--- src/rtl/core/bmpw_pkg.sv ---
`timescale 1ns / 1ps
`default_nettype none
// ----------------------------------------------------------------------------
// bmpw_pkg: shared types and constants of the BMP stream writer
// Sizes, the per-pixel job record and the 54-byte header byte lookup.
// ----------------------------------------------------------------------------
package bmpw_pkg;

    localparam int MAX_WIDTH   = 4096;
    localparam int MAX_HEIGHT  = 4096;
    localparam int SIZE_W      = 13;
    localparam int COUNT_W     = 12;
    localparam int FSIZE_W     = 32;
    localparam int IDX_W       = 6;

    localparam logic [IDX_W-1:0] HDR_BYTES = 6'd54;
    localparam logic [IDX_W-1:0] PIX_BYTES = 6'd3;

    // Configuration register indexes.
    localparam logic CFG_IMAGE_WIDTH  = 1'b0;
    localparam logic CFG_IMAGE_HEIGHT = 1'b1;

    // Everything the serialiser needs to emit the bytes of one pixel.
    typedef struct packed {
        logic [7:0]         red;
        logic [7:0]         green;
        logic [7:0]         blue;
        logic               header;
        logic [1:0]         pad;
        logic               image_end;
        logic [SIZE_W-1:0]  width;
        logic [SIZE_W-1:0]  height;
        logic [FSIZE_W-1:0] fsize;
    } job_t;

    function automatic logic [7:0] hdr_byte(
        input logic [IDX_W-1:0]   idx,
        input logic [FSIZE_W-1:0] fsize,
        input logic [SIZE_W-1:0]  width,
        input logic [SIZE_W-1:0]  height
    );
        logic [7:0] b;
        b = 8'h00;
        case (idx)
            6'd0:    b = 8'h42;
            6'd1:    b = 8'h4D;
            6'd2:    b = fsize[7:0];
            6'd3:    b = fsize[15:8];
            6'd4:    b = fsize[23:16];
            6'd5:    b = fsize[31:24];
            6'd10:   b = 8'd54;
            6'd14:   b = 8'd40;
            6'd18:   b = width[7:0];
            6'd19:   b = {3'b000, width[12:8]};
            6'd22:   b = height[7:0];
            6'd23:   b = {3'b000, height[12:8]};
            6'd26:   b = 8'd1;
            6'd28:   b = 8'd24;
            6'd49:   b = 8'h01;
            default: b = 8'h00;
        endcase
        return b;
    endfunction

endpackage
`default_nettype wire

--- src/rtl/core/bmpw_serializer.sv ---
`timescale 1ns / 1ps
`default_nettype none
// ----------------------------------------------------------------------------
// bmpw_serializer: byte serialiser for one pixel job
// Holds the current job, steps through its header, pixel and padding bytes
// and drives a registered byte output stage.
// ----------------------------------------------------------------------------
module bmpw_serializer
    import bmpw_pkg::*;
(
    input  wire logic       aclk,
    input  wire logic       aresetn,
    input  wire logic       job_load,
    input  wire job_t       job_in,
    output logic            job_ready,
    output logic [7:0]      m_tdata,
    output logic            m_tlast,
    output logic            m_tuser,
    output logic            m_tvalid,
    input  wire logic       m_tready
);

    job_t             job_reg;
    logic             job_valid_reg, job_valid_next;
    logic [IDX_W-1:0] idx_reg, idx_next;
    logic             m_valid_reg, m_valid_next;
    logic [7:0]       m_data_reg;
    logic             m_last_reg;
    logic             m_eoi_reg;

    logic             emit;
    logic             last_byte;
    logic             job_done;
    logic [IDX_W-1:0] total;
    logic [IDX_W-1:0] body_idx;
    logic [7:0]       byte_val;

    always_comb begin
        total     = (job_reg.header ? HDR_BYTES : 6'd0) + PIX_BYTES + {4'b0000, job_reg.pad};
        body_idx  = idx_reg - (job_reg.header ? HDR_BYTES : 6'd0);
        last_byte = (idx_reg == total - 6'd1);
        emit      = job_valid_reg && (!m_valid_reg || m_tready);
        job_done  = emit && last_byte;
        job_ready = !job_valid_reg || job_done;

        if (job_reg.header && (idx_reg < HDR_BYTES)) begin
            byte_val = hdr_byte(idx_reg, job_reg.fsize, job_reg.width, job_reg.height);
        end else begin
            case (body_idx)
                6'd0:    byte_val = job_reg.blue;
                6'd1:    byte_val = job_reg.green;
                6'd2:    byte_val = job_reg.red;
                default: byte_val = 8'h00;
            endcase
        end

        if (job_load) begin
            job_valid_next = 1'b1;
            idx_next       = '0;
        end else if (job_done) begin
            job_valid_next = 1'b0;
            idx_next       = '0;
        end else begin
            job_valid_next = job_valid_reg;
            idx_next       = emit ? idx_reg + 6'd1 : idx_reg;
        end

        if (emit) begin
            m_valid_next = 1'b1;
        end else if (m_tready) begin
            m_valid_next = 1'b0;
        end else begin
            m_valid_next = m_valid_reg;
        end
    end

    always_ff @(posedge aclk) begin
        if (!aresetn) begin
            job_valid_reg <= 1'b0;
            idx_reg       <= '0;
            m_valid_reg   <= 1'b0;
        end else begin
            job_valid_reg <= job_valid_next;
            idx_reg       <= idx_next;
            m_valid_reg   <= m_valid_next;
        end
    end

    always_ff @(posedge aclk) begin
        if (job_load) begin
            job_reg <= job_in;
        end
        if (emit) begin
            m_data_reg <= byte_val;
            m_last_reg <= last_byte;
            m_eoi_reg  <= last_byte && job_reg.image_end;
        end
    end

    assign m_tdata  = m_data_reg;
    assign m_tlast  = m_last_reg;
    assign m_tuser  = m_eoi_reg;
    assign m_tvalid = m_valid_reg;

endmodule
`default_nettype wire

--- src/rtl/core/bmp24_stream_writer_core.sv ---
`timescale 1ns / 1ps
`default_nettype none
// ----------------------------------------------------------------------------
// bmp24_stream_writer_core: 24-bit BMP byte stream writer
// Turns a stream of RGB pixels, in file order, into the bytes of a 24-bit
// uncompressed bitmap file, header and row padding included.
// ----------------------------------------------------------------------------
// Usage:
// Pixels enter on the s_ channel, one transaction per pixel, row by row.
// Bytes leave on the m_ channel, one transaction per byte: tlast marks the
// final byte caused by a pixel, tuser marks the final byte of the file.
// The first pixel of an image is preceded by the 54-byte header, each pixel
// gives blue, green and red bytes, and each row end adds zero padding up to
// a multiple of four bytes. After the last pixel the next image begins.
// A pixel's first byte passes the job register, then the output register.
// Bytes leave at one byte per cycle while m_tready stays high, set by the
// byte-wide output register. A pixel gives 3 bytes, 3 + (width mod 4) at a row
// end, 54 more as the first of an image; the next one is taken in the cycle
// in which the last byte of the current one moves to the output register.
// Reset clears the row and column counters and sets both sizes to 1.
// When the receiver stalls, the output byte holds and, once the job register
// is full, s_tready falls until bytes drain again.
// Users must write cfg_ sizes only while the block is idle; it does not enforce it.
// ----------------------------------------------------------------------------
module bmp24_stream_writer_core
    import bmpw_pkg::*;
(
    input  wire logic              aclk,
    input  wire logic              aresetn,
    input  wire logic              cfg_wr_en,
    input  wire logic              cfg_addr,
    input  wire logic [SIZE_W-1:0] cfg_wdata,
    input  wire logic              s_tvalid,
    output logic                   s_tready,
    input  wire logic [23:0]       s_tdata,   // red [7:0], green [15:8], blue [23:16]
    output logic                   m_tvalid,
    input  wire logic              m_tready,
    output logic [7:0]             m_tdata,   // out_byte [7:0]
    output logic                   m_tlast,
    output logic                   m_tuser    // end_of_image [0]
);

    logic [SIZE_W-1:0]  width_reg;
    logic [SIZE_W-1:0]  height_reg;
    logic [COUNT_W-1:0] col_reg, col_next;
    logic [COUNT_W-1:0] row_reg, row_next;

    logic [SIZE_W-1:0]  w;
    logic [SIZE_W-1:0]  h;
    logic [14:0]        row_bytes;
    logic [27:0]        data_bytes;
    logic               row_end;
    logic               image_end;
    logic               accept;
    job_t               job;

    function automatic logic [SIZE_W-1:0] clamp_size(
        input logic [SIZE_W-1:0] v,
        input logic [SIZE_W-1:0] max_v
    );
        logic [SIZE_W-1:0] r;
        r = v;
        if (v == '0) begin
            r = {{(SIZE_W-1){1'b0}}, 1'b1};
        end else if (v > max_v) begin
            r = max_v;
        end
        return r;
    endfunction

    always_comb begin
        w = clamp_size(width_reg, SIZE_W'(MAX_WIDTH));
        h = clamp_size(height_reg, SIZE_W'(MAX_HEIGHT));
        // Padding to a four-byte row equals width mod 4 for three bytes a pixel.
        row_bytes  = 15'(w) * 15'd3 + {13'b0, w[1:0]};
        data_bytes = 28'(row_bytes) * 28'(h);

        row_end   = ({1'b0, col_reg} + 13'd1) >= w;
        image_end = row_end && (({1'b0, row_reg} + 13'd1) >= h);

        job.red       = s_tdata[7:0];
        job.green     = s_tdata[15:8];
        job.blue      = s_tdata[23:16];
        job.header    = (col_reg == '0) && (row_reg == '0);
        job.pad       = row_end ? w[1:0] : 2'b00;
        job.image_end = image_end;
        job.width     = w;
        job.height    = h;
        job.fsize     = 32'(data_bytes) + 32'd54;

        accept = s_tvalid && s_tready;

        col_next = col_reg;
        row_next = row_reg;
        if (accept) begin
            if (row_end) begin
                col_next = '0;
                row_next = image_end ? '0 : row_reg + 12'd1;
            end else begin
                col_next = col_reg + 12'd1;
            end
        end
    end

    always_ff @(posedge aclk) begin
        if (!aresetn) begin
            width_reg  <= SIZE_W'(1);
            height_reg <= SIZE_W'(1);
            col_reg    <= '0;
            row_reg    <= '0;
        end else begin
            col_reg <= col_next;
            row_reg <= row_next;
            if (cfg_wr_en) begin
                case (cfg_addr)
                    CFG_IMAGE_WIDTH:  width_reg  <= cfg_wdata;
                    CFG_IMAGE_HEIGHT: height_reg <= cfg_wdata;
                    default:          width_reg  <= width_reg;
                endcase
            end
        end
    end

    bmpw_serializer u_serializer (
        .aclk      (aclk),
        .aresetn   (aresetn),
        .job_load  (accept),
        .job_in    (job),
        .job_ready (s_tready),
        .m_tdata   (m_tdata),
        .m_tlast   (m_tlast),
        .m_tuser   (m_tuser),
        .m_tvalid  (m_tvalid),
        .m_tready  (m_tready)
    );

endmodule
`default_nettype wire
--- config.mk ---
export PLATFORM = sky130hd
export DESIGN_NAME = bmp24_stream_writer_core
export DESIGN_NICKNAME = d
export VERILOG_FILES = /design/src/rtl/core/bmpw_pkg.sv /design/src/rtl/core/bmpw_serializer.sv /design/src/rtl/core/bmp24_stream_writer_core.sv
export SDC_FILE = /design/constraint.sdc
export NUM_CORES = 1
export LEC_CHECK = 0
export ABC_AREA = 0
export BUFFER_PORTS_ARGS = -buffer_cell sky130_fd_sc_hd__buf_2
export CORE_MARGIN = 2
export CORE_UTILIZATION = 28
export CTS_CLUSTER_DIAMETER = 100
export DETAILED_ROUTE_END_ITERATION = 10
export GPL_ROUTABILITY_DRIVEN = 0
export PLACE_DENSITY = 0.45
export SLEW_MARGIN = 15
export SYNTH_ARGS = -nofsm -noshare
export SYNTH_HDL_FRONTEND = slang
export SYNTH_HIERARCHICAL = 1
export SYNTH_SLANG_ARGS = --single-unit
--- constraint.sdc ---
create_clock -name aclk -period 8.9 [get_ports aclk]
set_input_delay 1.78 -clock aclk [delete_from_list [all_inputs] [get_ports aclk]]
set_output_delay 1.78 -clock aclk [all_outputs]
set_load 0.02 [all_outputs]
==> results of run 1 <==
[kinds of logic (layout without fill, tap and decap cells)]
kind of cell,after synthesis,after routing,synth area share
AOI/OAI and AO/OA,255,255,0.1204
xor gates and xnor gates,70,70,0.04310
adders and majority gates,292,292,0.3126
buffers and inverters,278,324,0.07270
DFF,154,154,0.2726
muxes,10,10,0.006747
other,2,15,0.0005062
and+or+nand+nor,515,515,0.1715
[cell type report]
class / instances / area [sq um]
Sequential cell: 154 / 4044
Inverter: 202 / 764.5
Tap cell: 688 / 860.8
Multi-Input combinational cell: 1157 / 9798
Clock inverter: 15 / 190.2
Fill cell: 5384 / 35820
Timing Repair Buffer: 90 / 540.5
Clock buffer: 17 / 425.4
[worst min-delay path, cell delays in order, from the launching register on]
cell and delay [ps]:
dfxtp_1 310, nand2_1 50, nand3_1 60
[synthesized netlist by cell type (4+ instances only)]
cell type,count
a31oi_1,5
mux2i_1,10
o22ai_1,13
and4_1,4
o2111ai_1,4
o211ai_1,6
nor2b_1,16
a211oi_1,4
fa_1,131
a21boi_0,29
nand2b_1,16
o2bb2ai_1,8
ha_1,161
o21a_1,6
nor3_1,12
nand4_1,15
nor2_1,118
and2_1,16
o21bai_1,4
xnor2_1,43
inv_1,196
a21oi_1,60
dfxtp_1,58
nand3_1,49
a221oi_1,5
a22oi_1,7
buf_2,7
and3_1,32
xor2_1,25
nor4_1,5
buf_4,5
clkinv_1,4
a32oi_1,5
a21o_1,30
a21boi_1,7
o21ai_0,27
edfxtp_1,96
nand3b_1,21
nand2_1,183
clkbuf_1,61
[path summary, 6_finish.rpt]
check                           cells past startpoint                                  to  slack, ps                       start
worst max-delay path                               32  u_serializer/job_reg[27]$_DFFE_PP_        540  width_reg[12]$_SDFFE_PN0P_
worst max register to register                     32  u_serializer/job_reg[27]$_DFFE_PP_        540  width_reg[12]$_SDFFE_PN0P_
worst min register to register                      2          height_reg[0]$_SDFFE_PN1P_        470  height_reg[0]$_SDFFE_PN1P_
worst min-delay path                                2          height_reg[0]$_SDFFE_PN1P_        470  height_reg[0]$_SDFFE_PN1P_
[power groups by stage]
| stage | combinational (mW) | clock [mW] | sequential (mW) |
|---|---|---|---|
| final | 0.652 | 0.768 | 0.880 |
| after global routing | 0.736 | 0.822 | 0.885 |
| after CTS | 0.660 | 0.794 | 0.882 |
| after detailed placement | 0.654 | 0 | 0.896 |
| after global placement | 0.651 | 0 | 0.898 |
| after floorplan | 0.438 | 0 | 0.875 |
[stage by stage]
stage               area (sq um)  total power [mW]  hold slack, ps
global placement           15970             1.549           456.1
floorplan                  14880             1.313           441.1
global route               16620             2.442           494.2
detailed placement         15970             1.550           459.8
CTS                        16590             2.335           472.0
finish                     16620             2.301           466.9
[repair_timing]
item,4_1_cts,5_1_grt
hold buffers,0,0
setup endpoints to repair,0,4
resized for setup,0,11
hold endpoints to repair,0,0
[routing by layer]
layer | global-route usage | vias to the layer above | routed length (um)
li1 | - | 5408 | -
met1 | 0.2251 | 5515 | 20530
met2 | 0.2597 | 197 | 20190
met3 | 0.02079 | 38 | 1337
met4 | 0.04727 | 0 | 907
met5 | 0 | - | 0
==> results.yml, run 1 <==
clock_network:
  clkLatencyLatePin_ps: 450
  cts_max_path_buffers: 2
  post_cts_buffers: 0
  path_clk_slew_ps: 70
  numCtsBuffers: 17
  h-tree-depth: 4
  cts_tree: "yes"
  clock-root-buffer: "clkbuf_16"
  cts_sinks: 154
sta:
  rsz0062_at_grt: "no"
  fin_crit_ps: 8359
  setup_violations: 0
  max_slew_margin: 0.3516
  fmax_ghz: 0.1196
  hold_viol: 0
  tightest_slew_ps: 970.6
  maxSlewViolCount: 0
  fin_worst_skew_ps: 13.73
  fin_ws_ps: 541.0
  tns_ps: 0
  fin_crit_sh: 0.9392
logic_synthesis:
  syn_inst: 1576
  synth_area_leaders: "edfxtp_1, fa_1, ha_1, dfxtp_1, inv_1"
  syn_area_per_cell_sq_um: 9.413
  yosys.area.top_type_share: 0.1943
  synth_ff_type: "edfxtp_1"
  synth_seq_area_share: 0.2726
  ys_async_sr_fraction: 0
  synth_area_sq_um: 14840
  yosysUniqueCellTypes: 85
  synth_seq_cells: 154
  synth_edf_count: 96
  yosys.area.top_type: "edfxtp_1"
  yosysWarnings: 6
cells_and_area:
  drive_gt1_frac: 0.09541
  final_cell_mix: "inv_1, nand2_1, ha_1"
  fin_util: 0.3170
  largest_register_ffs: 86
  final_common_cell: "inv_1"
  instances_no_fill: 2323
  layout.nets: 1957
  syn2layout_area_growth_pct: 12.05
  antenna_cells: 0
worst_setup_path:
  required_ps: 9090
  critPathKind: "flip-flop to flip-flop"
  end_kind: "flip-flop"
  crit_slowest_cell: "fa_1"
  start_kind: "flip-flop"
  path_delay_family: "adder cells"
  worst_ep_arrival_time_ps: 8550
  max_stage_delay_ps: 530
  crit_buf_inv: 7
  crit_fanout: 12
placement:
  port_buffers: 54
  post-place-ws_ps: 414.1
  numPlacedInstances: 2291
  dp_hpwl_um: 34030
power:
  leakagePower_nw: 7.603
  combPwrFrac: 0.284
  ir_drop_v: 0.0001067
  power.switching_uw: 773.9
  p_clk_frac: 0.334
  power.density_nw_per_um2: 138.4
  power.internal_mw: 1.527
  sequentialPowerShare: 0.382
  netSwitchingFraction: 0.3364
outcome:
  outcome: "completed"
grt:
  grt_pass1_wl_um: 66360
  gr-total-overflow: 0
  first_global_vias: 11220
  track_usage: 0.1611
  antenna_found_initial: 0
  grt_max_degree: 66
floorplan:
  fp-row-count: 84
  die_w_um: 234.2
  core_sq_um: 52450
  die_h_um: 234.2
  initial_core_util: 0.2829
  dieArea_sq_um: 54840
  io_pins: 55
drt:
  viasPerCell: 4.803
  vias: 11160
  wl_per_cell_um: 18.49
  wl_um: 42960
  firstDrtPassIters: 5
  drc: 0
  drtAntennaViolNets: 0
  drtIter0Drc: 692
worst_hold_path:
  hold_path.class: "flip-flop to flip-flop"
flow_run:
  drv_cap: 0
Power figures use the tool's default switching activity.
==> run 2, diff against run 1 <==
Settings changed: CORE_UTILIZATION 28 to 50, CTS_BUF_LIST from default to sky130_fd_sc_hd__clkbuf_16, PLACE_DENSITY 0.45 to 0.7.
==> results.yml, run 2 (synthesized netlist as in run 1, its figures left out) <==
worst_hold_path:
  hold_path.class: "flip-flop to flip-flop"
  hold_end: "height_reg[0]$_SDFFE_PN1P_"
  whs_path_depth: 2
  hp-start: "height_reg[0]$_SDFFE_PN1P_"
cells_and_area:
  antenna_cells: 0
  final_cell_mix: "inv_1, nand2_1, ha_1"
  drive_gt1_frac: 0.08677
  num-fill-cells: 2548
  layout.nets: 1947
  syn2layout_area_growth_pct: 8.687
  final_common_cell: "inv_1"
  fin_util: 0.5484
  design_area_sq_um: 16120
  largest_register_ffs: 86
placement:
  port_buffers: 54
  dp_hpwl_um: 29850
  post_dp_cell_area_sq_um: 15510
clock_network:
  cts_tree: "yes"
  cts_sinks: 154
  cts_hold_buf: 0
  clock-root-buffer: "clkbuf_16"
  cts_max_path_buffers: 2
  path_clk_slew_ps: 70
  numCtsBuffers: 17
  h-tree-depth: 4
  clkLatencyLatePin_ps: 440
floorplan:
  die_h_um: 176.3
  die_w_um: 176.3
  io_pins: 55
  dieArea_sq_um: 31060
  core_sq_um: 29400
  initial_core_util: 0.5046
  fp-row-count: 63
sta:
  max_slew_margin: 0.3000
  maxSlewViolCount: 0
  tns_ps: 0
  hold_viol: 0
  fin_worst_skew_ps: 15.08
  fin_crit_sh: 0.9401
  tightest_slew_ps: 1050
  fmax_ghz: 0.1195
  setup_violations: 0
  fin_crit_ps: 8367
  rsz0062_at_grt: "no"
power:
  power.density_nw_per_um2: 137.5
  p_total_mw: 2.217
  leakagePower_nw: 7.547
  ir_drop_v: 0.00009835
drt:
  drc: 0
  wl_um: 37760
  firstDrtPassIters: 5
  drtAntennaViolNets: 0
  drtIter0Drc: 974
  wl_per_cell_um: 18.74
  vias: 11520
  viasPerCell: 5.715
worst_setup_path:
  path_delay_family: "adder cells"
  crit_slowest_cell: "fa_1"
  rr_worst_depth: 32
  crit_fanout: 13
  r2r_slack_ps: 530
  critPathKind: "flip-flop to flip-flop"
  reg2reg_to: "u_serializer/job_reg[27]$_DFFE_PP_"
  required_ps: 9070
  r2r-start: "width_reg[12]$_SDFFE_PN0P_"
  crit_buf_inv: 7
  end_kind: "flip-flop"
  start_kind: "flip-flop"
  worst_ep_arrival_time_ps: 8540
  max_stage_delay_ps: 530
grt:
  grt_max_degree: 85
  first_global_vias: 11330
  track_usage: 0.2518
  antenna_found_initial: 0
  gr-total-overflow: 0
  grt_pass1_wl_um: 60690
outcome:
  outcome: "completed"
flow_run:
  drv_cap: 0
[run 2: what timing repair did]
action / in CTS / in global routing
setup endpoints to repair: 0 / 4
resized for setup: 0 / 6
setup buffers: 0 / 1
[run 2: worst max-delay path by stage]
stage | startpoint | endpoint | slack (ps) | cells after the start
2_1_floorplan | width_reg[12]$_SDFFE_PN0P_ | u_serializer/job_reg[27]$_DFFE_PP_ | 440 | 35
3_3_place_gp | width_reg[12]$_SDFFE_PN0P_ | u_serializer/job_reg[26]$_DFFE_PP_ | 630 | 31
3_5_place_dp | width_reg[12]$_SDFFE_PN0P_ | u_serializer/job_reg[27]$_DFFE_PP_ | 510 | 32
4_1_cts | width_reg[12]$_SDFFE_PN0P_ | u_serializer/job_reg[27]$_DFFE_PP_ | 470 | 32
5_1_grt | width_reg[12]$_SDFFE_PN0P_ | u_serializer/job_reg[27]$_DFFE_PP_ | 70 | 31
6_report | width_reg[12]$_SDFFE_PN0P_ | u_serializer/job_reg[27]$_DFFE_PP_ | 530 | 32
[run 2: area by class of cell]
class	instances	area, sq um	share of cell area
clock inverters	15	146.4	0.009079
multi-input cells	1157	9792	0.6073
inverters	202	763.2	0.04733
well taps	390	488.0	0.03026
clock buffers	17	425.4	0.02638
flip-flops and latches	154	4044	0.2508
repair buffers	80	465.4	0.02887
[run 2: per-stage QoR]
step	hold slack, ps	setup WS [ps]	instances
3_3_place_gp	452.6	630.1	1982
4_1_cts	474.2	474.1	2014
6_report	471.5	532.8	2015
5_1_grt	501.3	73.33	2015
2_1_floorplan	441.1	442.4	1589
3_5_place_dp	462.0	514.0	1982
[run 2: worst reg2reg max path, delay by kind of cell (launching register included)]
kind	cells	cell delay, ps
buf+inv	7	670
flops	1	380
xor+xnor	1	170
compound gates	10	2410
fa+ha+maj	9	3910
simple gates	5	550
[run 2: report_power, final]
| part | total [mW] | switching (mW) | internal, mW |
|---|---|---|---|
| registers | 0.878 | 0.0391 | 0.839 |
| logic | 0.632 | 0.399 | 0.234 |
| clock network | 0.707 | 0.334 | 0.372 |
[run 2: layer usage]
metal  track usage  wire [um]
met3       0.04996       2919
met2        0.4002      17610
met1        0.3504      16140
met5             0          0
met4       0.07335       1086
==> run 3, diff against run 2 <==
Settings changed: ABC_AREA 0 to 1.
==> results.yml, run 3 <==
worst_setup_path:
  crit_slowest_cell: "o31ai_1"
  worst_ep_arrival_time_ps: 8220
  critPathKind: "flip-flop to flip-flop"
  end_kind: "flip-flop"
  crit_fanout: 8
  required_ps: 9070
  max_stage_delay_ps: 640
  start_kind: "flip-flop"
sta:
  setup_violations: 0
  max_slew_margin: 0.3041
  rsz0062_at_grt: "no"
  tns_ps: 0
  fin_crit_ps: 8053
  fin_worst_skew_ps: 24.91
  fmax_ghz: 0.1242
  maxSlewViolCount: 0
  fin_crit_sh: 0.9049
  tightest_slew_ps: 1036
  hold_viol: 0
clock_network:
  cts_tree: "yes"
  path_clk_slew_ps: 70
  cts_resized: 0
  cts_max_path_buffers: 2
  post_cts_buffers: 0
  clock-root-buffer: "clkbuf_16"
  cts_hold_buf: 0
  numCtsBuffers: 17
  cts_sinks: 154
  h-tree-depth: 4
  clkLatencyLatePin_ps: 450
power:
  ir_drop_v: 0.0001371
  power.density_nw_per_um2: 170.2
  leakagePower_nw: 8.148
  p_total_mw: 2.762
floorplan:
  core_sq_um: 29560
  dieArea_sq_um: 31320
  die_h_um: 177.0
  initial_core_util: 0.5061
  fp-row-count: 63
  io_pins: 55
  die_w_um: 177.0
logic_synthesis:
  syn_inst: 1817
  synth_area_sq_um: 14960
  synth_edf_count: 96
  yosysWarnings: 6
  syn_area_per_cell_sq_um: 8.234
  yosysUniqueCellTypes: 52
  yosys.area.top_type: "edfxtp_1"
  synth_ff_type: "edfxtp_1"
  synth_area_leaders: "edfxtp_1, fa_1, ha_1, nand2_1, dfxtp_1"
  synth_seq_area_share: 0.2703
  synth_seq_cells: 154
  ys_async_sr_fraction: 0
  synth_commonest_cells: "nand2_1, inv_1, nor2_1"
  yosysMostFrequentCell: "nand2_1"
  yosys.area.top_type_share: 0.1927
placement:
  dp_hpwl_um: 31650
  port_buffers: 54
  post_dp_cell_area_sq_um: 15670
  numPlacedInstances: 2251
outcome:
  outcome: "completed"
drt:
  vias: 12350
  wl_per_cell_um: 17.13
  drc: 0
  wl_um: 39120
  drtAntennaViolNets: 0
  firstDrtPassIters: 5
  drtIter0Drc: 1054
  viasPerCell: 5.409
cells_and_area:
  multi_input_area_sq_um: 9681
  largest_register_ffs: 86
  design_area_sq_um: 16230
  final-seq-area_sq_um: 4044
  final_common_cell: "nand2_1"
  num-fill-cells: 2715
  final_cell_mix: "nand2_1, inv_1, nor2_1"
  antenna_cells: 0
  layout.nets: 2215
  drive_gt1_frac: 0.07871
  instances_no_fill: 2283
  syn2layout_area_growth_pct: 8.456
grt:
  track_usage: 0.2569
  grt_max_degree: 72
  grt_pass1_wl_um: 62620
  gr-total-overflow: 0
  antenna_found_initial: 0
  first_global_vias: 11990
flow_run:
  drv_cap: 0
worst_hold_path:
  hold_path.class: "flip-flop to flip-flop"
run 3: cell types whose count changed after synthesis, moves of 26 or more:
cell      change
nand2_1     +200
a21boi_0     -28
xnor2_1      -36
clkbuf_1     -46
inv_1        +93
nor2_1       +89
and3_1       -32
nand3_1      +76
o21ai_0      +26
run 3: critical path, delay by kind of cell, from the launching register on:
kind	cells	cell delay, ps
adder cells (fa/ha/maj)	9	3800
flip-flops	1	340
AO/OA/AOI/OAI	7	1960
AND/OR/NAND/NOR	10	1340
buffers and inverters	3	340
run 3: layer usage:
metal / track usage / share of wire / vias up
li1: - / - / 5958
met5: 0 / 0 / -
met3: 0.05069 / 0.075 / 61
met1: 0.3560 / 0.44 / 5889
met4: 0.07266 / 0.022 / 0
met2: 0.4100 / 0.47 / 440
run 3: final cells by class:
| type | instances | area share |
|---|---|---|
| inverters | 304 | 0.07071 |
| clock buffers | 18 | 0.02776 |
| well taps | 390 | 0.03007 |
| multi-input cells | 1344 | 0.5966 |
| flip-flops and latches | 154 | 0.2492 |
| clock inverters | 14 | 0.006632 |
| repair buffers | 59 | 0.01897 |
run 3: power by group:
part | total, mW | internal, mW | switching (mW)
Sequential | 0.913 | 0.878 | 0.0354
Clock | 0.707 | 0.380 | 0.327
Combinational | 1.14 | 0.391 | 0.751
Total | 2.76 | 1.65 | 1.11
run 3: path summary, 6_finish.rpt:
path | start | endpoint | slack (ps) | cells past startpoint
max | width_reg[1]$_SDFFE_PN0P_ | u_serializer/job_reg[28]$_DFFE_PP_ | 850 | 29
min | col_reg[11]$_SDFFE_PN0P_ | col_reg[11]$_SDFFE_PN0P_ | 470 | 2
max reg2reg | width_reg[1]$_SDFFE_PN0P_ | u_serializer/job_reg[28]$_DFFE_PP_ | 850 | 29
min reg2reg | col_reg[11]$_SDFFE_PN0P_ | col_reg[11]$_SDFFE_PN0P_ | 470 | 2
run 3: per-stage QoR:
| stage | hold WS [ps] | util | setup WS [ps] |
|---|---|---|---|
| after global routing | 492.7 | 0.5489 | 292.1 |
| after CTS | 467.8 | 0.5489 | 983.0 |
| after global placement | 455.2 | 0.5300 | 1054 |
| final | 466.6 | 0.5489 | 846.8 |
| after floorplan | 445.3 | - | 1903 |
| after detailed placement | 457.4 | 0.5300 | 1019 |
run 3: cells by family (layout without fill, tap and decap cells):
kind of cell | count (synthesis) | count (layout) | share of synthesized area
flops | 154 | 154 | 0.2703
simple gates | 818 | 818 | 0.2380
xor+xnor | 51 | 51 | 0.03262
other cells | 2 | 15 | 0.0005020
buf+inv | 332 | 395 | 0.08589
fa+ha+maj | 292 | 292 | 0.3099
compound gates | 168 | 168 | 0.06273
